==> src/hdl/wmh_pkg.sv <==
// wmh_pkg: constants, operation codes and control/status types for word_mix_hash64.
// No dependencies; every other file of the block refers to it by scoped names.

package wmh_pkg;

    localparam int WordW = 64;
    localparam int LenW  = 31;
    localparam int SeedW = 32;
    localparam int HalfW = 32;

    localparam logic [WordW-1:0] MUL_A = 64'hC6A4A7935BD1E995;
    localparam logic [WordW-1:0] MUL_B = 64'h369DEA0F31A53F85;

    localparam int ROT_AMT  = 27;
    localparam int SHIFT_K  = 47;
    localparam int SHIFT_F1 = 33;
    localparam int SHIFT_F2 = 29;
    localparam int SHIFT_F3 = 18;

    // Phases of the shared 32x32 multiplier sequence (one 64-bit product)
    localparam int MulPhases = 5;
    localparam int PhaseW    = $clog2(MulPhases);

    // Datapath operation codes: which product is formed and where it lands
    localparam logic [2:0] OP_SEED = 3'd0;  // len * A, seeds the running hash
    localparam logic [2:0] OP_K1   = 3'd1;  // word * A, then xorshift
    localparam logic [2:0] OP_K2   = 3'd2;  // k * B, xor into hash and rotate
    localparam logic [2:0] OP_HM   = 3'd3;  // h * A + B
    localparam logic [2:0] OP_F1   = 3'd4;  // finalizer h * B
    localparam logic [2:0] OP_F2   = 3'd5;  // finalizer h * A

    typedef struct packed {
        logic       load;     // capture the input beat
        logic       mul_run;  // multiplier sequence active
        logic [2:0] op;       // operation code
        logic       push;     // move finished hash into the output register
    } cmd_t;

    typedef struct packed {
        logic in_msg;    // a message is open
        logic full;      // at least eight bytes left: current word is a full word
        logic mul_done;  // product ready this cycle
        logic out_free;  // output register can take a new hash
    } status_t;

endpackage

==> src/hdl/wmh_ifs.sv <==
// wmh_ifs: valid/ready channel interfaces of word_mix_hash64.
// Depends on wmh_pkg for field widths.

interface wmh_msg_if;
    logic                       valid;
    logic                       ready;
    logic                       first;
    logic [wmh_pkg::LenW-1:0]   msg_length;
    logic [wmh_pkg::WordW-1:0]  word;

    modport source (output valid, output first, output msg_length, output word, input ready);
    modport sink   (input valid, input first, input msg_length, input word, output ready);
endinterface

interface wmh_hash_if;
    logic                       valid;
    logic                       ready;
    logic [wmh_pkg::WordW-1:0]  hash_value;

    modport source (output valid, output hash_value, input ready);
    modport sink   (input valid, input hash_value, output ready);
endinterface

interface wmh_cfg_if;
    logic                       valid;
    logic                       ready;
    logic [wmh_pkg::SeedW-1:0]  seed;

    modport source (output valid, output seed, input ready);
    modport sink   (input valid, input seed, output ready);
endinterface

==> src/hdl/wmh_mul.sv <==
// wmh_mul: 64x64 -> low 64 bit product, built phase by phase on one 32x32 multiplier.
// Depends on wmh_pkg. Operands must hold steady while run is high.

module wmh_mul (
    input  logic                       clk,
    input  logic                       rst_n,
    input  logic                       run,
    input  logic [wmh_pkg::WordW-1:0]  a,
    input  logic [wmh_pkg::WordW-1:0]  b,
    output logic                       done,
    output logic [wmh_pkg::WordW-1:0]  product
);

    localparam int HW = wmh_pkg::HalfW;
    localparam logic [wmh_pkg::PhaseW-1:0] LastPhase = wmh_pkg::PhaseW'(wmh_pkg::MulPhases - 1);

    logic [wmh_pkg::PhaseW-1:0] phase_reg, phase_next;
    logic [wmh_pkg::WordW-1:0]  prod_reg, prod_next;
    logic [wmh_pkg::WordW-1:0]  acc_reg, acc_next;
    logic [HW-1:0]              op_a, op_b;

    // phase 0: lo*lo, phase 1: hi(a)*lo(b), phase 2: lo(a)*hi(b); cross terms keep low half
    always_comb
    begin
        case (phase_reg)
            wmh_pkg::PhaseW'(1):
            begin
                op_a = a[2*HW-1:HW];
                op_b = b[HW-1:0];
            end
            wmh_pkg::PhaseW'(2):
            begin
                op_a = a[HW-1:0];
                op_b = b[2*HW-1:HW];
            end
            default:
            begin
                op_a = a[HW-1:0];
                op_b = b[HW-1:0];
            end
        endcase
    end

    always_comb
    begin
        prod_next  = {{HW{1'b0}}, op_a} * {{HW{1'b0}}, op_b};
        acc_next   = acc_reg;
        phase_next = '0;
        if (run)
        begin
            phase_next = (phase_reg == LastPhase) ? '0 : phase_reg + wmh_pkg::PhaseW'(1);
            case (phase_reg)
                wmh_pkg::PhaseW'(1): acc_next = prod_reg;
                wmh_pkg::PhaseW'(2),
                wmh_pkg::PhaseW'(3): acc_next = acc_reg + {prod_reg[HW-1:0], {HW{1'b0}}};
                default:             acc_next = acc_reg;
            endcase
        end
    end

    always_ff @(posedge clk or negedge rst_n)
    begin
        if (!rst_n)
        begin
            phase_reg <= '0;
        end
        else
        begin
            phase_reg <= phase_next;
        end
    end

    always_ff @(posedge clk)
    begin
        prod_reg <= prod_next;
        acc_reg  <= acc_next;
    end

    assign done    = run && (phase_reg == LastPhase);
    assign product = acc_reg;

endmodule

==> src/hdl/wmh_dp.sv <==
// wmh_dp: datapath of word_mix_hash64 - running hash, byte count, seed and output register.
// Depends on wmh_pkg and wmh_mul; driven by commands from wmh_ctrl.

module wmh_dp (
    input  logic                       clk,
    input  logic                       rst_n,
    input  wmh_pkg::cmd_t              cmd,
    output wmh_pkg::status_t           status,
    input  logic [wmh_pkg::LenW-1:0]   in_len,
    input  logic [wmh_pkg::WordW-1:0]  in_word,
    input  logic                       cfg_valid,
    input  logic [wmh_pkg::SeedW-1:0]  cfg_seed,
    input  logic                       out_ready,
    output logic                       out_valid,
    output logic [wmh_pkg::WordW-1:0]  out_hash
);

    localparam int W = wmh_pkg::WordW;

    logic [wmh_pkg::SeedW-1:0] seed_reg;
    logic [wmh_pkg::LenW-1:0]  len_reg;
    logic [W-1:0]              word_reg;
    logic [W-1:0]              h_reg, h_next;
    logic [W-1:0]              k_reg, k_next;
    logic [wmh_pkg::LenW-1:0]  left_reg, left_next;
    logic                      in_msg_reg, in_msg_next;
    logic                      out_valid_reg;
    logic [W-1:0]              out_hash_reg;

    logic                      full;
    logic [7:0]                byte_en;
    logic [W-1:0]              word_masked;
    logic [W-1:0]              mul_a, mul_b;
    logic                      mul_done;
    logic [W-1:0]              p;
    logic [W-1:0]              mix, hm;
    logic                      cap;

    assign full = |left_reg[wmh_pkg::LenW-1:3];

    // tail keeps only the low (bytes left mod 8) bytes
    always_comb
    begin
        for (int i = 0; i < 8; i++)
        begin
            byte_en[i] = full || (3'(i) < left_reg[2:0]);
        end
        for (int i = 0; i < 8; i++)
        begin
            word_masked[8*i +: 8] = word_reg[8*i +: 8] & {8{byte_en[i]}};
        end
    end

    always_comb
    begin
        case (cmd.op)
            wmh_pkg::OP_SEED:
            begin
                mul_a = {{(W - wmh_pkg::LenW){1'b0}}, len_reg};
                mul_b = wmh_pkg::MUL_A;
            end
            wmh_pkg::OP_K1:
            begin
                mul_a = word_masked;
                mul_b = wmh_pkg::MUL_A;
            end
            wmh_pkg::OP_K2:
            begin
                mul_a = k_reg;
                mul_b = wmh_pkg::MUL_B;
            end
            wmh_pkg::OP_F1:
            begin
                mul_a = h_reg;
                mul_b = wmh_pkg::MUL_B;
            end
            default:
            begin
                mul_a = h_reg;
                mul_b = wmh_pkg::MUL_A;
            end
        endcase
    end

    wmh_mul u_mul (
        .clk     (clk),
        .rst_n   (rst_n),
        .run     (cmd.mul_run),
        .a       (mul_a),
        .b       (mul_b),
        .done    (mul_done),
        .product (p)
    );

    assign cap = cmd.mul_run && mul_done;
    assign mix = h_reg ^ p;
    assign hm  = p + wmh_pkg::MUL_B;

    always_comb
    begin
        h_next      = h_reg;
        k_next      = k_reg;
        left_next   = left_reg;
        in_msg_next = in_msg_reg;
        if (cap)
        begin
            case (cmd.op)
                wmh_pkg::OP_SEED:
                begin
                    h_next      = {{(W - wmh_pkg::SeedW){1'b0}}, seed_reg} ^ p;
                    left_next   = len_reg;
                    in_msg_next = 1'b1;
                end
                wmh_pkg::OP_K1:
                begin
                    k_next = p ^ (p >> wmh_pkg::SHIFT_K);
                end
                wmh_pkg::OP_K2:
                begin
                    h_next = (mix << wmh_pkg::ROT_AMT) | (mix >> (W - wmh_pkg::ROT_AMT));
                end
                wmh_pkg::OP_HM:
                begin
                    if (full)
                    begin
                        h_next    = hm;
                        left_next = left_reg - wmh_pkg::LenW'(8);
                    end
                    else
                    begin
                        // tail absorbed: first finalizer step folded in
                        h_next      = hm ^ (hm >> wmh_pkg::SHIFT_F1);
                        left_next   = '0;
                        in_msg_next = 1'b0;
                    end
                end
                wmh_pkg::OP_F1:
                begin
                    h_next = p ^ (p >> wmh_pkg::SHIFT_F2);
                end
                wmh_pkg::OP_F2:
                begin
                    h_next = p ^ (p >> wmh_pkg::SHIFT_F3);
                end
                default:
                begin
                    h_next = h_reg;
                end
            endcase
        end
    end

    always_ff @(posedge clk or negedge rst_n)
    begin
        if (!rst_n)
        begin
            seed_reg      <= '0;
            left_reg      <= '0;
            in_msg_reg    <= 1'b0;
            out_valid_reg <= 1'b0;
        end
        else
        begin
            if (cfg_valid)
            begin
                seed_reg <= cfg_seed;
            end
            left_reg   <= left_next;
            in_msg_reg <= in_msg_next;
            if (cmd.push)
            begin
                out_valid_reg <= 1'b1;
            end
            else if (out_ready)
            begin
                out_valid_reg <= 1'b0;
            end
        end
    end

    always_ff @(posedge clk)
    begin
        if (cmd.load)
        begin
            len_reg  <= in_len;
            word_reg <= in_word;
        end
        if (cmd.push)
        begin
            out_hash_reg <= h_reg;
        end
        h_reg <= h_next;
        k_reg <= k_next;
    end

    assign status.in_msg   = in_msg_reg;
    assign status.full     = full;
    assign status.mul_done = mul_done;
    assign status.out_free = !out_valid_reg || out_ready;

    assign out_valid = out_valid_reg;
    assign out_hash  = out_hash_reg;

endmodule

==> src/hdl/wmh_ctrl.sv <==
// wmh_ctrl: sequencing state machine of word_mix_hash64.
// Depends on wmh_pkg; issues cmd_t to wmh_dp and reads its status_t.

module wmh_ctrl (
    input  logic              clk,
    input  logic              rst_n,
    input  logic              in_valid,
    input  logic              in_first,
    output logic              in_ready,
    input  wmh_pkg::status_t  status,
    output wmh_pkg::cmd_t     cmd
);

    localparam logic [2:0] S_IDLE = 3'd0;
    localparam logic [2:0] S_SEED = 3'd1;
    localparam logic [2:0] S_K1   = 3'd2;
    localparam logic [2:0] S_K2   = 3'd3;
    localparam logic [2:0] S_HM   = 3'd4;
    localparam logic [2:0] S_F1   = 3'd5;
    localparam logic [2:0] S_F2   = 3'd6;
    localparam logic [2:0] S_OUT  = 3'd7;

    logic [2:0] state_reg, state_next;

    always_comb
    begin
        state_next  = state_reg;
        in_ready    = 1'b0;
        cmd.load    = 1'b0;
        cmd.mul_run = 1'b0;
        cmd.op      = wmh_pkg::OP_SEED;
        cmd.push    = 1'b0;
        case (state_reg)
            S_IDLE:
            begin
                in_ready = 1'b1;
                if (in_valid)
                begin
                    cmd.load = 1'b1;
                    if (in_first)
                    begin
                        state_next = S_SEED;
                    end
                    else if (status.in_msg)
                    begin
                        state_next = S_K1;
                    end
                end
            end
            S_SEED:
            begin
                cmd.mul_run = 1'b1;
                cmd.op      = wmh_pkg::OP_SEED;
                if (status.mul_done)
                begin
                    state_next = S_K1;
                end
            end
            S_K1:
            begin
                cmd.mul_run = 1'b1;
                cmd.op      = wmh_pkg::OP_K1;
                if (status.mul_done)
                begin
                    state_next = S_K2;
                end
            end
            S_K2:
            begin
                cmd.mul_run = 1'b1;
                cmd.op      = wmh_pkg::OP_K2;
                if (status.mul_done)
                begin
                    state_next = S_HM;
                end
            end
            S_HM:
            begin
                cmd.mul_run = 1'b1;
                cmd.op      = wmh_pkg::OP_HM;
                if (status.mul_done)
                begin
                    state_next = status.full ? S_IDLE : S_F1;
                end
            end
            S_F1:
            begin
                cmd.mul_run = 1'b1;
                cmd.op      = wmh_pkg::OP_F1;
                if (status.mul_done)
                begin
                    state_next = S_F2;
                end
            end
            S_F2:
            begin
                cmd.mul_run = 1'b1;
                cmd.op      = wmh_pkg::OP_F2;
                if (status.mul_done)
                begin
                    state_next = S_OUT;
                end
            end
            S_OUT:
            begin
                // wait for room in the output register
                if (status.out_free)
                begin
                    cmd.push   = 1'b1;
                    state_next = S_IDLE;
                end
            end
            default:
            begin
                state_next = S_IDLE;
            end
        endcase
    end

    always_ff @(posedge clk or negedge rst_n)
    begin
        if (!rst_n)
        begin
            state_reg <= S_IDLE;
        end
        else
        begin
            state_reg <= state_next;
        end
    end

endmodule

==> src/hdl/word_mix_hash64.sv <==
// word_mix_hash64: top level, 64-bit multiply-rotate hash over little-endian message words.
// Depends on wmh_pkg, wmh_ifs, wmh_ctrl, wmh_dp (which holds wmh_mul).
//
//   channel    role   beat contents
//   msg_in     sink   first, msg_length, word
//   hash_out   source hash_value
//   cfg        sink   seed (always ready)
//
// Every 64-bit product runs on the one shared 32x32 multiplier, which sets the rate.
// A full word is accepted, then takes three products (K1, K2, HM); a first word adds a seeding product.
// The tail word adds two finalizer products (F1, F2), then loads the output register.
// msg_in is ready only between words; a finished hash waits in hash_out's register and the
// next message proceeds, stalling only when a second hash is done before the first is taken.
// Reset clears the sequencer, the open-message flag, the byte count, the seed and hash_out valid.

module word_mix_hash64 (
    input  logic        clk,
    input  logic        rst_n,
    wmh_msg_if.sink     msg_in,
    wmh_hash_if.source  hash_out,
    wmh_cfg_if.sink     cfg
);

    wmh_pkg::cmd_t    cmd;
    wmh_pkg::status_t status;
    logic             in_ready;

    assign msg_in.ready = in_ready;
    assign cfg.ready    = 1'b1;

    wmh_ctrl u_ctrl (
        .clk      (clk),
        .rst_n    (rst_n),
        .in_valid (msg_in.valid),
        .in_first (msg_in.first),
        .in_ready (in_ready),
        .status   (status),
        .cmd      (cmd)
    );

    wmh_dp u_dp (
        .clk       (clk),
        .rst_n     (rst_n),
        .cmd       (cmd),
        .status    (status),
        .in_len    (msg_in.msg_length),
        .in_word   (msg_in.word),
        .cfg_valid (cfg.valid),
        .cfg_seed  (cfg.seed),
        .out_ready (hash_out.ready),
        .out_valid (hash_out.valid),
        .out_hash  (hash_out.hash_value)
    );

endmodule
==> src/flat_wrapper.sv <==
// flat-port wrapper written by rule: the top's interface ports become plain ports
module word_mix_hash64_flat 
  (clk, rst_n, msg_in_valid, msg_in_first, msg_in_msg_length, msg_in_word, msg_in_ready, hash_out_valid, hash_out_hash_value, hash_out_ready, cfg_valid, cfg_seed, cfg_ready);
  wmh_msg_if msg_in_i ();
  wmh_hash_if hash_out_i ();
  wmh_cfg_if cfg_i ();
  input  logic clk;
  input  logic rst_n;
  input wire logic [$bits(msg_in_i.valid)-1:0] msg_in_valid;
  input wire logic [$bits(msg_in_i.first)-1:0] msg_in_first;
  input wire logic [$bits(msg_in_i.msg_length)-1:0] msg_in_msg_length;
  input wire logic [$bits(msg_in_i.word)-1:0] msg_in_word;
  output wire logic [$bits(msg_in_i.ready)-1:0] msg_in_ready;
  output wire logic [$bits(hash_out_i.valid)-1:0] hash_out_valid;
  output wire logic [$bits(hash_out_i.hash_value)-1:0] hash_out_hash_value;
  input wire logic [$bits(hash_out_i.ready)-1:0] hash_out_ready;
  input wire logic [$bits(cfg_i.valid)-1:0] cfg_valid;
  input wire logic [$bits(cfg_i.seed)-1:0] cfg_seed;
  output wire logic [$bits(cfg_i.ready)-1:0] cfg_ready;
  assign msg_in_i.valid = msg_in_valid;
  assign msg_in_i.first = msg_in_first;
  assign msg_in_i.msg_length = msg_in_msg_length;
  assign msg_in_i.word = msg_in_word;
  assign msg_in_ready = msg_in_i.ready;
  assign hash_out_valid = hash_out_i.valid;
  assign hash_out_hash_value = hash_out_i.hash_value;
  assign hash_out_i.ready = hash_out_ready;
  assign cfg_i.valid = cfg_valid;
  assign cfg_i.seed = cfg_seed;
  assign cfg_ready = cfg_i.ready;
  word_mix_hash64 u_core (.clk(clk), .rst_n(rst_n), .msg_in(msg_in_i), .hash_out(hash_out_i), .cfg(cfg_i));
endmodule
==> config.mk <==
export PLATFORM = sky130hd
export DESIGN_NAME = word_mix_hash64_flat
export DESIGN_NICKNAME = d
export VERILOG_FILES = /design/src/hdl/wmh_pkg.sv /design/src/hdl/wmh_ifs.sv /design/src/hdl/wmh_mul.sv /design/src/hdl/wmh_dp.sv /design/src/hdl/wmh_ctrl.sv /design/src/hdl/word_mix_hash64.sv /design/src/flat_wrapper.sv
export SDC_FILE = /design/constraint.sdc
export NUM_CORES = 2
export LEC_CHECK = 0
export BUFFER_PORTS_ARGS = -buffer_cell sky130_fd_sc_hd__buf_4
export CAP_MARGIN = 15
export CORE_ASPECT_RATIO = 1.1
export CORE_MARGIN = 2
export CORE_UTILIZATION = 50
export DETAILED_ROUTE_END_ITERATION = 8
export HOLD_SLACK_MARGIN = 0.1
export MAX_ROUTING_LAYER = met4
export PLACE_DENSITY_LB_ADDON = 0.25
export RECOVER_POWER = 25
export SYNTH_ARGS = -nofsm -noshare
export SYNTH_HDL_FRONTEND = slang
export SYNTH_HIERARCHICAL = 1
export SYNTH_SLANG_ARGS = --single-unit
==> constraint.sdc <==
create_clock -name clk -period 9.8 [get_ports clk]
set_input_delay 0 -clock clk [delete_from_list [all_inputs] [get_ports clk]]
set_output_delay 0 -clock clk [all_outputs]
set_load 0.01 [all_outputs]
## Word-level counts from Yosys, hierarchy flattened

Cells that the tools add are included.

- Bits in registers: 486
- Latch bits: 0
- Memory bits (writable): 0
- Memory bits (read-only): 0
- Memories kept: 0

- Add/subtract/negate cells: 4
- Multipliers: 1
- Divide/modulo/power cells: 0
- Order comparisons: 8
- Eq/ne operators: 26
- Shifts and indexed selects: 0
- Multiplexer cells: 33
- Bitwise gates (word level): 15
- Reductions and logical operators: 27

Operators with widths:

| operator | number |
|---|---|
| case mux 64 bit (5 select lines) | 1 |
| case mux 64 bit (3 select lines) | 1 |
| 2-to-1 mux 64 bit | 2 |
| case mux 64 bit (2 select lines) | 1 |
| adder 64 x 62 -> 64 bit (second input constant) | 1 |
| adder 64 bit | 1 |
| bitwise AND 8 bit | 8 |
| multiplier 32 x 32 -> 64 bit | 1 |
| 2-to-1 mux 32 bit | 2 |
| bitwise OR 64 x 27 -> 64 bit | 1 |
| bitwise XOR 32 x 64 -> 64 bit | 1 |
| bitwise XOR 64 x 17 -> 64 bit | 1 |
| bitwise XOR 64 x 31 -> 64 bit | 1 |
| bitwise XOR 64 x 35 -> 64 bit | 1 |
| bitwise XOR 64 x 46 -> 64 bit | 1 |
| bitwise XOR 64 bit | 1 |
| case mux 31 bit (2 select lines) | 1 |
| 2-to-1 mux 3 bit | 13 |
| 2-to-1 mux 31 bit | 1 |
| subtractor 31 x 4 -> 31 bit (second input constant) | 1 |
| OR reduction 28 bit | 1 |
| case mux 3 bit (8 select lines) | 1 |
| case mux 4 bit (6 select lines) | 1 |
| equality test 3 bit (second input constant) | 7 |
| 21 further kinds | 63 |

## Logic depth before layout (Yosys ltp)

- Depth in word-level cells: 7
- Gate-level depth with buffers: 42
- Depth with buffers taken out: 38

## Hierarchy

The synthesis kept the hierarchy.

By module, submodules not included:

| module | instances | cells each | area each (µm²) | seq. area each (µm²) |
|---|---|---|---|---|
| wmh_mul | 1 | 4330 | 38690.9 | 3278.1 |
| wmh_dp | 1 | 1822 | 19238.5 | 10244.8 |
| wmh_ctrl | 1 | 36 | 307.8 | 75.1 |
| word_mix_hash64 | 1 | 2 | 11.3 | 0.0 |

## Worst setup path after synthesis

Ideal clock, no wire load.

- Path type: flip-flop to flip-flop
- From: reg u_core.u_ctrl.state_reg[0]
- To: reg u_core/u_dp/u_mul/prod_reg[50] (netlist name)
- Setup time: 0.072 ns
- Data arrival time: 10.447 ns
- Path slack: -0.719 ns
- Stages on the path, launching flop included: 38
- Buffers on the path: 7
- Period minus slack after synthesis: 10.519 ns
- Cell sequence: dfrtp_1 buf_6 and2_4 buf_6 mux2_2 clkbuf_1 nor2b_1 nor2_1 clkbuf_1 clkbuf_1 nor2_1 inv_1 mux2i_1 clkbuf_1 nor2_1 fa_1 fa_1 inv_1 (+2 left out) fa_1 inv_1 fa_1 fa_1 fa_1 fa_1 inv_1 ha_1 buf_2 nand2_1 or4_4 nand2b_4 a31oi_1 a211oi_1 o31ai_4 a21oi_2 o41ai_2 xor2_1

RTL lines:

| element | line | text |
|---|---|---|
| from (decl) | wmh_ctrl.sv:23 | `logic [2:0] state_reg, state_next;` |
| from (signal assigned) | wmh_ctrl.sv:128 | `state_reg <= state_next;` |
| to (signal assigned) | wmh_mul.sv:75 | `prod_reg <= prod_next;` |
| to (decl) | wmh_mul.sv:18 | `logic [wmh_pkg::WordW-1:0] prod_reg, prod_next;` |

## Worst setup path in the final report

- From: reg u_core/u_dp/left_reg[16] (netlist name)
- To: reg u_core/u_dp/u_mul/prod_reg[48] (netlist name)

- Longest elaborated chain between the ends: 6

Ends and longest elaborated chain:

| element | line | text |
|---|---|---|
| from (decl) | wmh_dp.sv:25 | `logic [wmh_pkg::LenW-1:0] left_reg, left_next;` |
| from (signal assigned) | wmh_dp.sv:168 | `left_reg <= left_next;` |
| OR reduction 28 bit | wmh_dp.sv:39 | `assign full = \|left_reg[wmh_pkg::LenW-1:3];` |
| logical OR 1 bit | wmh_dp.sv:46 | `byte_en[i] = full \|\| (3'(i) < left_reg[2:0]);` |
| bitwise AND 8 bit | wmh_dp.sv:50 | `word_masked[8*i +: 8] = word_reg[8*i +: 8] & {8{byte_en[i]}};` |
| case mux 64 bit (3 select lines) | wmh_dp.sv:56 | `case (cmd.op)` |
| via u_core.u_dp.mul_a[41] | wmh_dp.sv:33 | `logic [W-1:0] mul_a, mul_b;` |
| 2-to-1 mux 32 bit | wmh_mul.sv:25 | `case (phase_reg)` |
| multiplier 32 x 32 -> 64 bit | wmh_mul.sv:46 | `prod_next = {{HW{1'b0}}, op_a} * {{HW{1'b0}}, op_b};` |
| via u_core.u_dp.u_mul.prod_next (one bit) | wmh_mul.sv:18 |  |

The timed path passes the listed nets, and every way through them passes these cells.
A chain may end at the register's enable or synchronous reset.

==> impl_metrics.py <==
metrics = {
    "sta": {
        "finalCritPeriodShare_pct": 99.1,
        "fmax_mhz": 103,
        "fin_crit_ns": 9.72,
        "maxSlewViolCount": 126,
        "finalClockSkew_ns": 0.0499,
        "slew-limit-headroom_pct": -131,
        "worst_pin_slew_ns": 3.36,
        "final-setup-viol-count": 0,
        "rsz0062_at_grt": "yes",
        "hold_viol": 0,
    },
    "floorplan": {
        "ios": 200,
        "coreArea_um2": 116000,
        "dieArea_um2": 119000,
        "die_h_um": 362,
        "std_cell_rows": 131,
        "start_util_pct": 50.3,
        "fp.dieW_um": 329,
    },
    "outcome": {
        "outcome": "finished with violations",
        "violations": "max-capacitance violations, max-slew violations",
    },
    "synthesis": {
        "synth_edf_count": 351,
        "netlist_area_um2": 58200,
        "syn_avg_cell_area_um2": 9.41,
        "ys_seq_area_share_pct": 23.3,
        "synth_ff_type": "edfxtp_1",
        "synth.largest_area_cell": "fa_1",
        "yosysMostFrequentCell": "inv_1",
        "synth.distinct_cells": 104,
        "netlist_instances": 6190,
        "yosysWarnings": 6,
        "async_flop_share_pct": 14.6,
        "ys_top_cells_by_area": "fa_1 31%, edfxtp_1 18%, ha_1 6.5%",
        "yosysTopAreaCellShare_pct": 30.8,
        "synth-seq-cells": 486,
        "synthTopCellsByCount": "919 x inv_1, 897 x fa_1, 816 x nor2_1",
    },
    "clock_network": {
        "cts_sinks": 486,
        "clkTransAtPathRegs_ns": 0.07,
        "ctsRootBufferMaster": "clkbuf_16",
        "ctsHtreeMaxLevel": 2,
        "clk_path_buf_depth": 3,
        "cts_tree": "done",
        "cts_buffers": 45,
        "clock_latency_ns": 0.65,
    },
    "critical_path": {
        "start_kind": "register",
        "worstPathMaxFanout": 7,
        "worstSetupPathType": "reg -> reg",
        "crit_path_top_delay_cell": "a222oi_1",
        "path_common_cell": "fa_1",
        "crit_path_end_kind": "register",
        "critPathRequiredTime_ns": 10.35,
        "critPathArrivalTime_ns": 10.27,
        "cpPeakStageDelay_ns": 0.54,
    },
    "drt": {
        "drtPass1Iterations": 7,
        "drtIter0Drc": 5114,
        "drcViolationCount": 0,
        "totalWireLength_mm": 232,
        "avgViaCountPerCell": 5.86,
        "avgRoutedWirePerCell_um": 27.2,
        "ant_nets": 0,
        "vias": 49933,
    },
    "final_layout": {
        "nNetsFinal": 8281,
        "instances_no_fill": 8524,
        "final_util_pct": 60.7,
        "area_delta_synth_final_pct": 20.7,
        "multi_input_area_um2": 41200,
        "fillers": 9918,
        "register_area_um2": 13600,
        "drive_gt1_share_pct": 16.2,
    },
    "global_route": {
        "grt_max_degree": 67,
        "grt-ovfl-total": 0,
        "grt_antenna_before_repair": 4,
        "grt_pass1_vias": 51506,
        "grt_use_total_pct": 40.1,
        "grt_pass1_wl_mm": 337,
    },
    "flow_run": {
        "timing.max_cap.violations": 2,
    },
    "place": {
        "dpl.hpwl_mm": 184,
        "gp_congestion": 1.07,
        "dp_cells": 8159,
        "io_buffers": 198,
    },
    "worst_hold_path": {
        "hp-class": "in -> reg",
    },
}
## critical path, delay by kind of cell (launching register included)
family          cells  cell delay [ns]
compound gates      9             1.79
simple gates        7             1.72
fa+ha+maj           9             4.04
buf+inv            14             1.34
flops               1             0.41
mux                 1             0.32
## layout make-up
cell class	instances	area share, %
Multi-Input combinational cell	4491	58.6
Sequential cell	486	19.3
Timing Repair Buffer	1007	12.1
Inverter	919	4.91
Tap cell	1529	2.72
Clock buffer	54	1.71
Clock inverter	30	0.589
Antenna cell	8	0.0285
## metrics by stage
step                instance area [um2]  hold WS, ns  TNS, ns  setup slack [ns]
floorplan                         58500       -0.296        0          0.000655
finish                            70300        0.128        0            0.0842
detailed placement                65200       -0.120    -9.91            -0.519
global route                      70300        0.129   -0.774            -0.116
CTS                               69300        0.103        0           0.00310
global placement                  65200       -0.127    -7.74            -0.416
## logic make-up (layout without fill, tap and decap cells)
family,after synthesis,after routing,synth area share [%]
other,3,77,0.0193
multiplexers,174,174,3.17
buffers and inverters,1279,2010,8.36
flip-flops,486,486,23.3
XOR/XNOR,303,303,4.56
AND/OR/NAND/NOR,1912,1912,13.8
AO/OA/AOI/OAI,835,835,9.42
adder cells (fa/ha/maj),1198,1198,37.3
## timing repair
action                     in CTS  in global routing
hold endpoints to repair      240                  3
gates resized for setup        52                204
setup endpoints to repair      33                 31
setup buffers                  15                 33
gates cloned                    0                  3
pin swaps                      29                 94
hold buffers                  221                  3
## final timing paths
kind | end | startpoint | cells past startpoint | slack [ns]
worst min register to register | u_core/u_dp/in_msg_reg$_DFFE_PN0P_ | u_core/u_dp/in_msg_reg$_DFFE_PN0P_ | 1 | 0.49
worst min-delay path | u_core/u_dp/word_reg[11]$_DFFE_PP_ | msg_in_word[11] | 2 | 0.13
worst max-delay path | u_core/u_dp/u_mul/prod_reg[48]$_DFF_P_ | u_core/u_dp/left_reg[16]$_DFFE_PN0P_ | 40 | 0.08
max in group asynchronous | u_core/u_dp/seed_reg[16]$_DFFE_PN0P_ | rst_n | 4 | 8.23
worst max register to register | u_core/u_dp/u_mul/prod_reg[48]$_DFF_P_ | u_core/u_dp/left_reg[16]$_DFFE_PN0P_ | 40 | 0.08
min in group asynchronous | u_core/u_dp/seed_reg[0]$_DFFE_PN0P_ | rst_n | 4 | 0.60
## metal layers
| metal | share of wire, % | GRT usage, % | up-vias |
|---|---|---|---|
| li1 | - | - | 21272 |
| met1 | 35 | 46.4 | 25014 |
| met2 | 47 | 63.7 | 2785 |
| met3 | 8.4 | 5.37 | 862 |
| met4 | 9.7 | 30.7 | 0 |
| met5 | 0 | - | - |
## placed cells by master (no fill, tap or decap), types with 35 or more instances in the layout
| cell type | instances |
|---|---|
| edfxtp_1 | 351 |
| xnor2_1 | 149 |
| clkbuf_1 | 74 |
| dfxtp_1 | 64 |
| buf_12 | 35 |
| dfrtp_1 | 71 |
| nor2_1 | 785 |
| and2_1 | 45 |
| fa_1 | 868 |
| nor3_1 | 39 |
| ha_1 | 282 |
| buf_4 | 549 |
| a21oi_1 | 197 |
| clkbuf_16 | 47 |
| dlygate4sd3_1 | 224 |
| conb_1 | 69 |
| inv_1 | 893 |
| a211oi_1 | 43 |
| mux2_2 | 67 |
| mux2i_1 | 60 |
| clkbuf_4 | 90 |
| xor2_1 | 152 |
| o21ai_0 | 177 |
| a222oi_1 | 37 |
| nand2_1 | 767 |
| a21o_1 | 74 |
Power is not shown: default switching activity piles up to over one toggle a cycle in this logic, so the estimate is an artifact.
